===== src/hdl/wpp_pkg.sv =====
// ----------------------------------------------------------------------------
// wpp_pkg: shared types and constants for the waveform peak pyramid
// Bucket layout, cell control/status groups, sizes and register map.
// ----------------------------------------------------------------------------
package wpp_pkg;

  // Pyramid shape (FOLD must be a power of two)
  localparam int BASE_FRAMES = 256;
  localparam int FOLD        = 4;
  localparam int LEVELS      = 8;
  localparam int NUM_LANES   = 3;

  // Field widths
  localparam int SAMPLE_W = 16;
  localparam int SQ_W     = 53;
  localparam int CNT_W    = 23;
  localparam int TOTAL_W  = 32;
  localparam int LEVEL_W  = 3;
  localparam int LANE_W   = 2;
  localparam int CC_W     = 2;

  localparam int LVL_W  = (LEVELS > 1) ? $clog2(LEVELS) : 1;
  localparam int FOLD_W = $clog2(FOLD);
  localparam int PCNT_W = TOTAL_W + 1;

  // Command codes
  localparam logic CMD_FRAME = 1'b0;
  localparam logic CMD_FLUSH = 1'b1;

  // Register map (word index = paddr[APB_AW-1:2])
  localparam int                APB_AW            = 3;
  localparam int                APB_DW            = 32;
  localparam logic [APB_AW-3:0] REG_CHANNEL_COUNT = '0;
  localparam logic [CC_W-1:0]   CC_RESET          = 2'd2;

  typedef struct packed {
    logic signed [SAMPLE_W-1:0] mn;
    logic signed [SAMPLE_W-1:0] mx;
    logic [SQ_W-1:0]            sq;
    logic [CNT_W-1:0]           n;
  } bucket_t;

  // Bucket handed into a cell for merging
  typedef struct packed {
    logic              valid;
    logic [LANE_W-1:0] lane;
    bucket_t           bkt;
  } merge_t;

  // Per-cell control from the sequencer
  typedef struct packed {
    logic              emit;
    logic [LANE_W-1:0] lane;
    logic              bump;
    logic              clr;
  } cell_ctl_t;

  // Per-cell status back to the sequencer
  typedef struct packed {
    logic               nonempty;
    logic               full;
    logic [TOTAL_W-1:0] totals;
  } cell_stat_t;

endpackage


===== src/hdl/wpp_cell.sv =====
// ----------------------------------------------------------------------------
// wpp_cell: one pyramid level
// Holds the running bucket of each lane and the count of complete buckets.
// Merges a bucket from its left neighbor, and hands an emitted bucket to the
// right neighbor while clearing it.
// ----------------------------------------------------------------------------
module wpp_cell import wpp_pkg::*; (
  input  logic       clk,
  input  logic       rst,
  input  cell_ctl_t  ctl,
  input  merge_t     merge_in,
  output bucket_t    emit_bkt,
  output cell_stat_t stat
);

  bucket_t            acc [NUM_LANES];
  logic [TOTAL_W-1:0] totals;

  bucket_t       dst;
  bucket_t       merged;
  logic [SQ_W:0]  sq_sum;
  logic [CNT_W:0] n_sum;

  // Lane reads: merge target and emitted bucket (an empty emitted bucket reads as zero)
  always_comb begin
    dst      = '0;
    emit_bkt = '0;
    for (int i = 0; i < NUM_LANES; i++) begin
      if (merge_in.lane == LANE_W'(i)) dst = acc[i];
      if (ctl.lane == LANE_W'(i) && acc[i].n != '0) emit_bkt = acc[i];
    end
  end

  // Merge with saturating sums
  always_comb begin
    sq_sum = {1'b0, dst.sq} + {1'b0, merge_in.bkt.sq};
    n_sum  = {1'b0, dst.n} + {1'b0, merge_in.bkt.n};
    merged = dst;
    if (dst.n == '0) begin
      merged = merge_in.bkt;
    end else begin
      if ($signed(merge_in.bkt.mn) < $signed(dst.mn)) merged.mn = merge_in.bkt.mn;
      if ($signed(merge_in.bkt.mx) > $signed(dst.mx)) merged.mx = merge_in.bkt.mx;
      merged.sq = sq_sum[SQ_W] ? '1 : sq_sum[SQ_W-1:0];
      merged.n  = n_sum[CNT_W] ? '1 : n_sum[CNT_W-1:0];
    end
  end

  // Bucket storage; a zero count marks an empty bucket
  always_ff @(posedge clk) begin
    if (rst || ctl.clr) begin
      for (int i = 0; i < NUM_LANES; i++) acc[i].n <= '0;
      totals <= '0;
    end else begin
      for (int i = 0; i < NUM_LANES; i++) begin
        if (ctl.emit && ctl.lane == LANE_W'(i)) begin
          acc[i].n <= '0;
        end else if (merge_in.valid && merge_in.bkt.n != '0 &&
                     merge_in.lane == LANE_W'(i)) begin
          acc[i] <= merged;
        end
      end
      if (ctl.bump) totals <= totals + TOTAL_W'(1);
    end
  end

  assign stat.nonempty = (acc[0].n != '0);
  assign stat.full     = (acc[0].n == CNT_W'(BASE_FRAMES));
  assign stat.totals   = totals;

endmodule


===== config.mk =====
export PLATFORM = sky130hd
export DESIGN_NAME = wpp_cell
export DESIGN_NICKNAME = d
export VERILOG_FILES = /design/src/hdl/wpp_pkg.sv /design/src/hdl/wpp_cell.sv
export SDC_FILE = /design/constraint.sdc
export NUM_CORES = 1
export LEC_CHECK = 0
export BUFFER_PORTS_ARGS = -buffer_cell sky130_fd_sc_hd__buf_2
export CAP_MARGIN = 20
export CORE_UTILIZATION = 45
export CTS_CLUSTER_DIAMETER = 50
export CTS_CLUSTER_SIZE = 12
export DETAILED_ROUTE_END_ITERATION = 8
export PLACE_DENSITY = 0.68
export SLEW_MARGIN = 20
export SYNTH_ARGS = -nofsm -noshare
export SYNTH_HDL_FRONTEND = slang
export SYNTH_SLANG_ARGS = --single-unit

===== constraint.sdc =====
create_clock -name clk -period 14 [get_ports clk]
set_input_delay 0 -clock clk [delete_from_list [all_inputs] [get_ports clk]]
set_output_delay 0 -clock clk [all_outputs]
set_load 0.01 [all_outputs]

* Word-level counts from Yosys, hierarchy flattened
Memories as Yosys holds them, arrays and structs flattened.
Cells that the tools add are included.
** Word-level totals
- Flip-flop bits (word level) :: 32
- RAM bits :: 324
- Output and inout port bits :: 142
- Word-level logic and storage cells :: 76
- Memories kept :: 1
** Cells by class
- Add/sub/neg operators :: 3
- $lt $le $gt $ge :: 2
- Eq/ne operators :: 5
- Multiplexer cells :: 40
- Bitwise gates (word level) :: 6
- Reductions and logical operators :: 18
** Memories
- acc :: words 3, bits a word 108, rd ports 3, clocked after Yosys merged registers in 0, wr ports 3, line wpp_cell.sv:16 : bucket_t acc [NUM_LANES];
** Operators by type and width (count)
- $mux 108 :: 7
- $mux 23 :: 7
- $reduce_bool 23->1 :: 4
- $add 53x53->54 :: 1
- $mux 53 :: 1
- $add 32x1->32 const B :: 1
- $mux 16 :: 2
- $add 23x23->24 :: 1
- $eq 23x9->1 const B :: 1
- $logic_not 23->1 :: 1
- $mux 1 :: 23
- $gt 16x16->1 :: 1
- $lt 16x16->1 :: 1
- $logic_and 1x1->1 :: 10
- $or 1x1->1 :: 6
- $eq 2x1->1 const B :: 2
- $eq 2x2->1 const B :: 2
- $logic_not 2->1 :: 2
- $logic_or 1x1->1 :: 1

* Longest topological paths before layout
Gate-level depths: netlist of the first run.
- Depth in word-level cells :: 8
- Mapped depth :: 21
- Gate-level depth less buffers :: 15

* Least setup slack after synthesis of the first run
Ideal clock, no wire load.
- Path type :: input -> register
- Start point :: in merge_in[108] (netlist bit)
- End point :: mem acc[2][75] (netlist bit) (data pin)
- Setup time :: 265 ps
- Data arrival time :: 4134 ps
- Slack :: 9601 ps
- Stages on the path :: 21
- Path buffers :: 6
- Cells stage by stage :: buf_2 > nor2b_1 > buf_2 > buf_2 > buf_1 > clkbuf_1 > buf_1 > nand2_1 > o21ai_0 > ha_1 > inv_1 > fa_1 > nor2b_1 > o2111ai_2 > a2111oi_2 > o31ai_1 > a2111oi_1 > o2111ai_1 > a31o_1 > o21a_1 > and2_1
** RTL lines
- from (decl) :: line wpp_cell.sv:11 : input merge_t merge_in,
- to (decl) :: line wpp_cell.sv:16

==> metrics.md, run 1 <==
| Metric | Value |
|---|---|
| Required time at the endpoint of the critical path | 14.32 ns |
| Via-to-Cell Ratio | 6.13 |
| Total track usage | 27.4% |
| Classification of the worst-slack hold path | in2reg |
| Buffer levels on the longest clock path | 3 |
| Cell area after synthesis | 22,800 um2 |
| Distinct cell type count after synthesis | 79 |
| P per Cell Area | 110 nW/um2 |
| Number of design rule violations left after detail routing | 0 |
| Total number of vias | 20,300 |
| Most used standard cell by instance count after synthesis | edfxtp_1 |
| Standard-cell rows | 82 |
| Fraction of registers with async set or reset after synthesis | 0% |
| Commonest cells in the netlist | edfxtp_1, nor2_1, inv_1 |
| Number of standard cells in the layout, taps in and fillers out | 3,313 |
| Post-synthesis sequential area ratio | 45.5% |
| Final Total Pwr | 2.98 mW |
| CP max stage cell | nor2b_4 |
| Biggest area contributors in the synthesized netlist | edfxtp_1, ha_1, mux2i_1, nor2_1, a222oi_1 |
| Height of the die | 227 um |
| Ratio of final minimum period to clock period | 36.7% |
| Final-stage net count | 2,839 |
| Post-synth EDFFs | 324 |
| Leakage power figure | 11.4 nW |
| CTS tree | done |
| Maximum fanout along the worst path | 69 |
| Crit. End Element | flop |
| Max IR drop VDD | 0.0904 mV |
| Data arrival at the endpoint of the critical path | 5.46 ns |
| Number of setup violations in the final report | 0 |
| Final worst path period need | 5.14 ns |
| Placed Instance Area | 24,600 um2 |
| Classification of the worst setup path | in2reg |
| Clk root buf | clkbuf_16 |
| Fraction of power spent switching nets | 29.1% |
| Worst slack at placement | 8.36 ns |
| Pin count of the biggest net entering global routing | 74 |
| Port Buffer Count | 259 |
| Number of routed nets with antenna violations | 0 |
| Number of antenna violations at the first check in global routing | 4 |
| Ordered cell list for the critical path | buf_6 > nor2b_4 > buf_4 > nand2_1 > o21ai_0 > ha_1 > inv_1 > fa_1 > nor2b_1 > o2111ai_2 > a2111oi_2 > o31ai_1 > a2111oi_1 > o2111ai_1 > a31o_1 > o21a_1 > and2_1 |
| Inserted Clock Buffers | 45 |
| Area growth syn-to-layout | 19.1% |
| Yosys synthesis warning count | 0 |
| Largest stage delay on the critical path | 0.98 ns |
| Tightest slew margin relative to the limit | 23.6% |
| Placed Cells incl. Taps | 3,122 |
| Highest attainable clock frequency | 195 MHz |
| Std-Cell Core Area | 50,100 um2 |
| Clock insertion delay at the later pin of the skew report | 0.58 ns |
| Worst-case setup margin in the final layout | 8.86 ns |
| Ports placed on the boundary | 260 |
| Top cell family by delay on the critical path | compound AO/OA/AOI/OAI gates |
| Max Transition Viols Final | 0 |
| Chip width | 227 um |
| Relative contribution of the clock network to total power | 39.5% |
| Final std cell area, no fill | 27,200 um2 |
| Starting DRC count in detailed routing | 2,432 |
| Synth Flop Type | edfxtp_1 |
| Proportion of netlist area held by the largest area contributor | 42.6% |
| Aggregate global routing overflow | 0 |
| Result of the run | completed |
| FF+latch count, synth | 356 |
| Average size of a mapped cell | 9.83 um2 |
| Sum of net half-perimeters after detailed placement | 46,600 um |
| First-pass GRT wire length | 110,000 um |
| Final routed wire length divided by cell count | 21.7 um |
| Placer congestion estimate | 0.943 |
| Unrepaired setup endpoints after global routing | false |
| Hold violation count in the final report | 0 |
| Cell type with the largest total area after synthesis | edfxtp_1 |
| Post-Synthesis Cells | 2,320 |
| Slew at the pin closest to its max-slew limit | 1.14 ns |
| Die area | 51,600 um2 |
| Fraction of the core area covered by cells at the end of the flow | 54.3% |
| Wire length after detailed routing | 71,800 um |
| Max-cap violation count | 0 |
| Setup Skew | 0.0213 ns |
| Initial DRT Pass Iterations | 9 |
| Buffers plus inverters on the worst setup path | 3 |
| Cell internal power dissipation | 2.12 mW |
| Minimum hold slack | 0.206 ns |
| Vias in the first global route | 19,900 |
| Number of H-tree levels | 2 |
| # clock sinks | 356 |
| Category of the worst setup path launch point | input pin |
| Sum of negative setup slack | 0 ns |
| Proportion of power drawn by flip-flops and latches | 40.0% |
| Starting utilization of the core area | 45.6% |
| Net count of the mapped netlist | 2,553 |
| Net switching power | 0.867 mW |
| Clk slew on worst S/H paths | 0.06 ns |
| Fraction of layout instances using a drive strength above 1 | 15.8% |
| Combinational share of power | 20.5% |
## layer usage
metal | share of wire (%) | global-route usage, % | up-vias
met1 | 43 | 36.9 | 9855
li1 | - | - | 9347
met2 | 46 | 44.9 | 986
met5 | 0.032 | 0 | -
met4 | 2.3 | 8.51 | 4
met3 | 8.5 | 4.41 | 121
## kinds of logic (layout without fill, tap and decap cells)
kind of cell | count (synthesis) | in the layout | share of synthesized area (%)
AND/OR/NAND/NOR | 707 | 707 | 14.2
AO/OA/AOI/OAI | 598 | 598 | 18.6
flip-flops | 356 | 356 | 45.5
buffers and inverters | 310 | 629 | 5.37
multiplexers | 148 | 148 | 6.67
adder cells (fa/ha/maj) | 115 | 115 | 6.37
XOR/XNOR | 86 | 86 | 3.30
other | 0 | 2 | 0
## sequential cells by signal, indices dropped and copies added (netlist names)
register  count
acc         324
totals       32
## placed cells by master (no fill, tap or decap), types with 12 or more instances in the layout
master / Yosys / routed
a21o_1: 53 / 53
inv_1: 161 / 158
and3_1: 20 / 20
o2bb2ai_1: 23 / 23
o21ai_0: 121 / 121
xor2_1: 42 / 42
nor3_1: 100 / 100
dfxtp_1: 32 / 32
o21bai_1: 12 / 12
dlygate4sd3_1: 0 / 109
buf_4: 7 / 20
ha_1: 113 / 113
and2_1: 13 / 13
nand3_1: 32 / 32
buf_2: 17 / 257
a222oi_1: 105 / 105
o22ai_1: 34 / 34
nand2_1: 137 / 135
o21a_1: 16 / 15
or3_1: 17 / 15
o211ai_1: 13 / 13
nand4_1: 26 / 26
a21oi_1: 128 / 128
edfxtp_1: 324 / 324
mux2_2: 32 / 32
a211oi_1: 23 / 23
mux2i_1: 116 / 116
nor4_1: 29 / 29
clkbuf_16: 0 / 48
nor2_1: 285 / 285
xnor2_1: 44 / 44
## worst reg2reg max path: cells and delay by family, from the launching register on
kind / cells / cell delay (ns)
and+or+nand+nor: 4 / 0.44
AOI/OAI and AO/OA: 6 / 2.06
muxes: 2 / 0.59
adders and majority gates: 1 / 0.29
DFF: 1 / 0.38
## final timing paths
kind                      start         end  slack, ns  cells past startpoint
setup reg to reg     acc[1][85]  acc[0][84]      10.05                     13
hold / removal           ctl[4]  acc[1][11]       0.21                      4
hold reg to reg      totals[15]  totals[15]       0.50                      2
setup / recovery  merge_in[108]  acc[1][75]       8.86                     17
## power groups by stage
stage	clock network, mW	logic, mW	registers, mW
after floorplan	0	0.401	1.21
after global placement	0	0.567	1.21
after detailed placement	0	0.573	1.21
after CTS	1.20	0.601	1.19
after global routing	1.24	0.665	1.19
final	1.18	0.611	1.19
## repair_timing
| item | in CTS | in global routing |
|---|---|---|
| hold buffers | 109 | 0 |
| endpoints found under the hold margin | 326 | 0 |
| resized for setup | 0 | 0 |
| setup buffers | 0 | 0 |
## final cells by class
cell class | count | area (um2)
Inverter | 161 | 612
Sequential cell | 356 | 10400
Clock inverter | 27 | 274
Tap cell | 672 | 841
Multi-Input combinational cell | 1654 | 11300
Antenna cell | 2 | 5.00
Fill cell | 4475 | 22900
Clock buffer | 53 | 1230
Timing Repair Buffer | 388 | 2550
(Power assumes the default switching activity.)
==> run 2, diff against run 1 <==
Clock period 14 ns to 4.95 ns, I/O delays scaled along.
==> metrics.md, run 2 (same netlist as run 1, synthesis figures left out) <==
| Metric | Value |
|---|---|
| Standard-cell rows | 82 |
| Final Total Pwr | 8.37 mW |
| Classification of the worst-slack hold path | in2reg |
| Vias in the first global route | 19,900 |
| First-pass GRT wire length | 110,000 um |
| Ports placed on the boundary | 260 |
| Largest register by flop count | acc |
| Pin count of the biggest net entering global routing | 87 |
| Inserted Clock Buffers | 42 |
| Classification of the worst setup path | reg2reg |
| Layout fillers | 4,516 |
| Max-cap violation count | 0 |
| Clock insertion delay at the later pin of the skew report | 0.58 ns |
| Total track usage | 27.3% |
| Total number of vias | 20,400 |
| Hold violation count in the final report | 0 |
| Logic depth of the worst path, buffers included | 14 |
| Number of flip-flops under the largest register name | 324 |
| Number of H-tree levels | 2 |
| Cell internal power dissipation | 6.00 mW |
| Height of the die | 227 um |
| Top cell family by delay on the critical path | compound AO/OA/AOI/OAI gates |
| Sum of negative setup slack | 0 ns |
| Buffer levels on the longest clock path | 3 |
| Aggregate global routing overflow | 0 |
| Critical hold path startpoint | merge_in[17] |
| Area growth syn-to-layout | 19.8% |
| Placed Instance Area | 24,800 um2 |
| Chip width | 227 um |
| Clk root buf | clkbuf_16 |
| Maximum fanout along the worst path | 4 |
| Starting DRC count in detailed routing | 2,414 |
| Net switching power | 2.37 mW |
| Initial DRT Pass Iterations | 8 |
| Required time at the endpoint of the critical path | 5.28 ns |
| CTS tree | done |
| Setup Skew | 0.0220 ns |
| Number of routed nets with antenna violations | 0 |
| Buffers plus inverters on the worst setup path | 1 |
| Die area | 51,600 um2 |
| Worst Hold Depth | 3 |
| Fraction of layout instances using a drive strength above 1 | 16.1% |
| Relative contribution of the clock network to total power | 38.8% |
| Slew at the pin closest to its max-slew limit | 1.13 ns |
| Unrepaired setup endpoints after global routing | false |
| Final worst path period need | 3.95 ns |
| Crit. End Element | flop |
| # clock sinks | 356 |
| Clk slew on worst S/H paths | 0.07 ns |
| Max Transition Viols Final | 0 |
| Max IR drop VDD | 0.246 mV |
| Depth of the most critical reg-to-reg path | 14 |
| Fraction of power spent switching nets | 28.3% |
| Final routed wire length divided by cell count | 21.6 um |
| Sum of net half-perimeters after detailed placement | 47,100 um |
| Reg2Reg Launch Point | acc[1][23] |
| Ordered cell list for the critical path | mux2i_1 > o21ai_0 > ha_1 > inv_1 > fa_1 > nor2b_1 > o2111ai_2 > a2111oi_2 > o31ai_1 > a2111oi_1 > o2111ai_1 > a31o_1 > o21a_1 > and2_1 |
| Port Buffer Count | 259 |
| Wire length after detailed routing | 71,800 um |
| Commonest non-fill, non-tap cells in the layout | edfxtp_1, nor2_1, buf_2 |
| Starting utilization of the core area | 45.6% |
| Result of the run | completed |
| Number of setup violations in the final report | 0 |
| Number of instances resized during post-cts repair | 0 |
| Tightest slew margin relative to the limit | 24.6% |
| Placer congestion estimate | 0.941 |
| Fraction of the core area covered by cells at the end of the flow | 54.6% |
| Final std cell area, no fill | 27,300 um2 |
| Largest stage delay on the critical path | 0.59 ns |
| Leading registers by flop count | acc (324), totals (32) |
| Combinational share of power | 20.9% |
| Leakage power figure | 11.5 nW |
| Worst setup path start | acc[1][23] |
| P per Cell Area | 306 nW/um2 |
| Number of antenna violations at the first check in global routing | 2 |
| Final-stage net count | 2,855 |
| Data arrival at the endpoint of the critical path | 4.28 ns |
| Proportion of power drawn by flip-flops and latches | 40.3% |
| Category of the worst setup path launch point | flop |
| Number of design rule violations left after detail routing | 0 |
| Std-Cell Core Area | 50,100 um2 |
| Highest attainable clock frequency | 253 MHz |
| Via-to-Cell Ratio | 6.14 |
| Most common cell after layout, fill and taps aside | edfxtp_1 |
| CP max stage cell | a2111oi_1 |
| Ratio of final minimum period to clock period | 79.8% |
[run 2: cell types whose count changed in the layout (fill, tap and decap cells not counted), sizes merged]
cell and delta:
clkbuf -2, bufinv +2, inv -3, buf +20, diode +1, clkinvlp -2, dlygate4sd3 -1, clkinv -5
[run 2: metrics by stage]
stage                     setup WS [ns]  std cells  hold slack [ns]
after floorplan                   0.551       2320            0.148
after global placement            0.601       3142            0.307
after detailed placement          0.518       3142            0.320
after CTS                          1.03       3320           0.0149
after global routing              0.661       3321           0.0293
final                              1.00       3323           0.0176
[run 2: timing repair]
item / CTS / global route
hold endpoints to repair: 325 / 0
hold buffers: 108 / 0
setup buffers: 0 / 0
[run 2: worst min-delay path, stage by stage]
cell	delay, ns
buf_2	0.13
o22a_1	0.22
and2_1	0.14
[run 2: path summary, 6_finish.rpt]
kind / to / slack (ns)
max: acc[0][75] / 1.00
min: acc[0][17] / 0.02
max reg2reg: acc[0][75] / 1.00
min reg2reg: totals[7] / 0.50
[run 2: per-layer routing]
layer	GRT usage (%)	wire length (um)	share of wire (%)	vias up
met5	0	0	0	-
met4	6.95	1570	2.2	0
met3	5.06	6120	8.5	104
met2	46.0	33800	47	948
met1	36.1	30200	42	9960
li1	-	-	-	9381
[run 2: power by group through the flow]
stage / Sequential, mW / Combinational [mW] / Clock (mW)
floorplan: 3.42 / 1.14 / 0
global placement: 3.43 / 1.63 / 0
detailed placement: 3.43 / 1.65 / 0
CTS: 3.37 / 1.73 / 3.30
global route: 3.38 / 1.90 / 3.40
finish: 3.37 / 1.75 / 3.25
[run 2: area by class of cell]
class | count | area, um2 | area share (%)
Sequential cell | 356 | 10400 | 37.9
Clock buffer | 51 | 1170 | 4.28
Inverter | 161 | 612 | 2.24
Tap cell | 672 | 841 | 3.08
Antenna cell | 3 | 7.51 | 0.0275
Clock inverter | 19 | 264 | 0.966
Multi-Input combinational cell | 1654 | 11300 | 41.3
Timing Repair Buffer | 407 | 2790 | 10.2
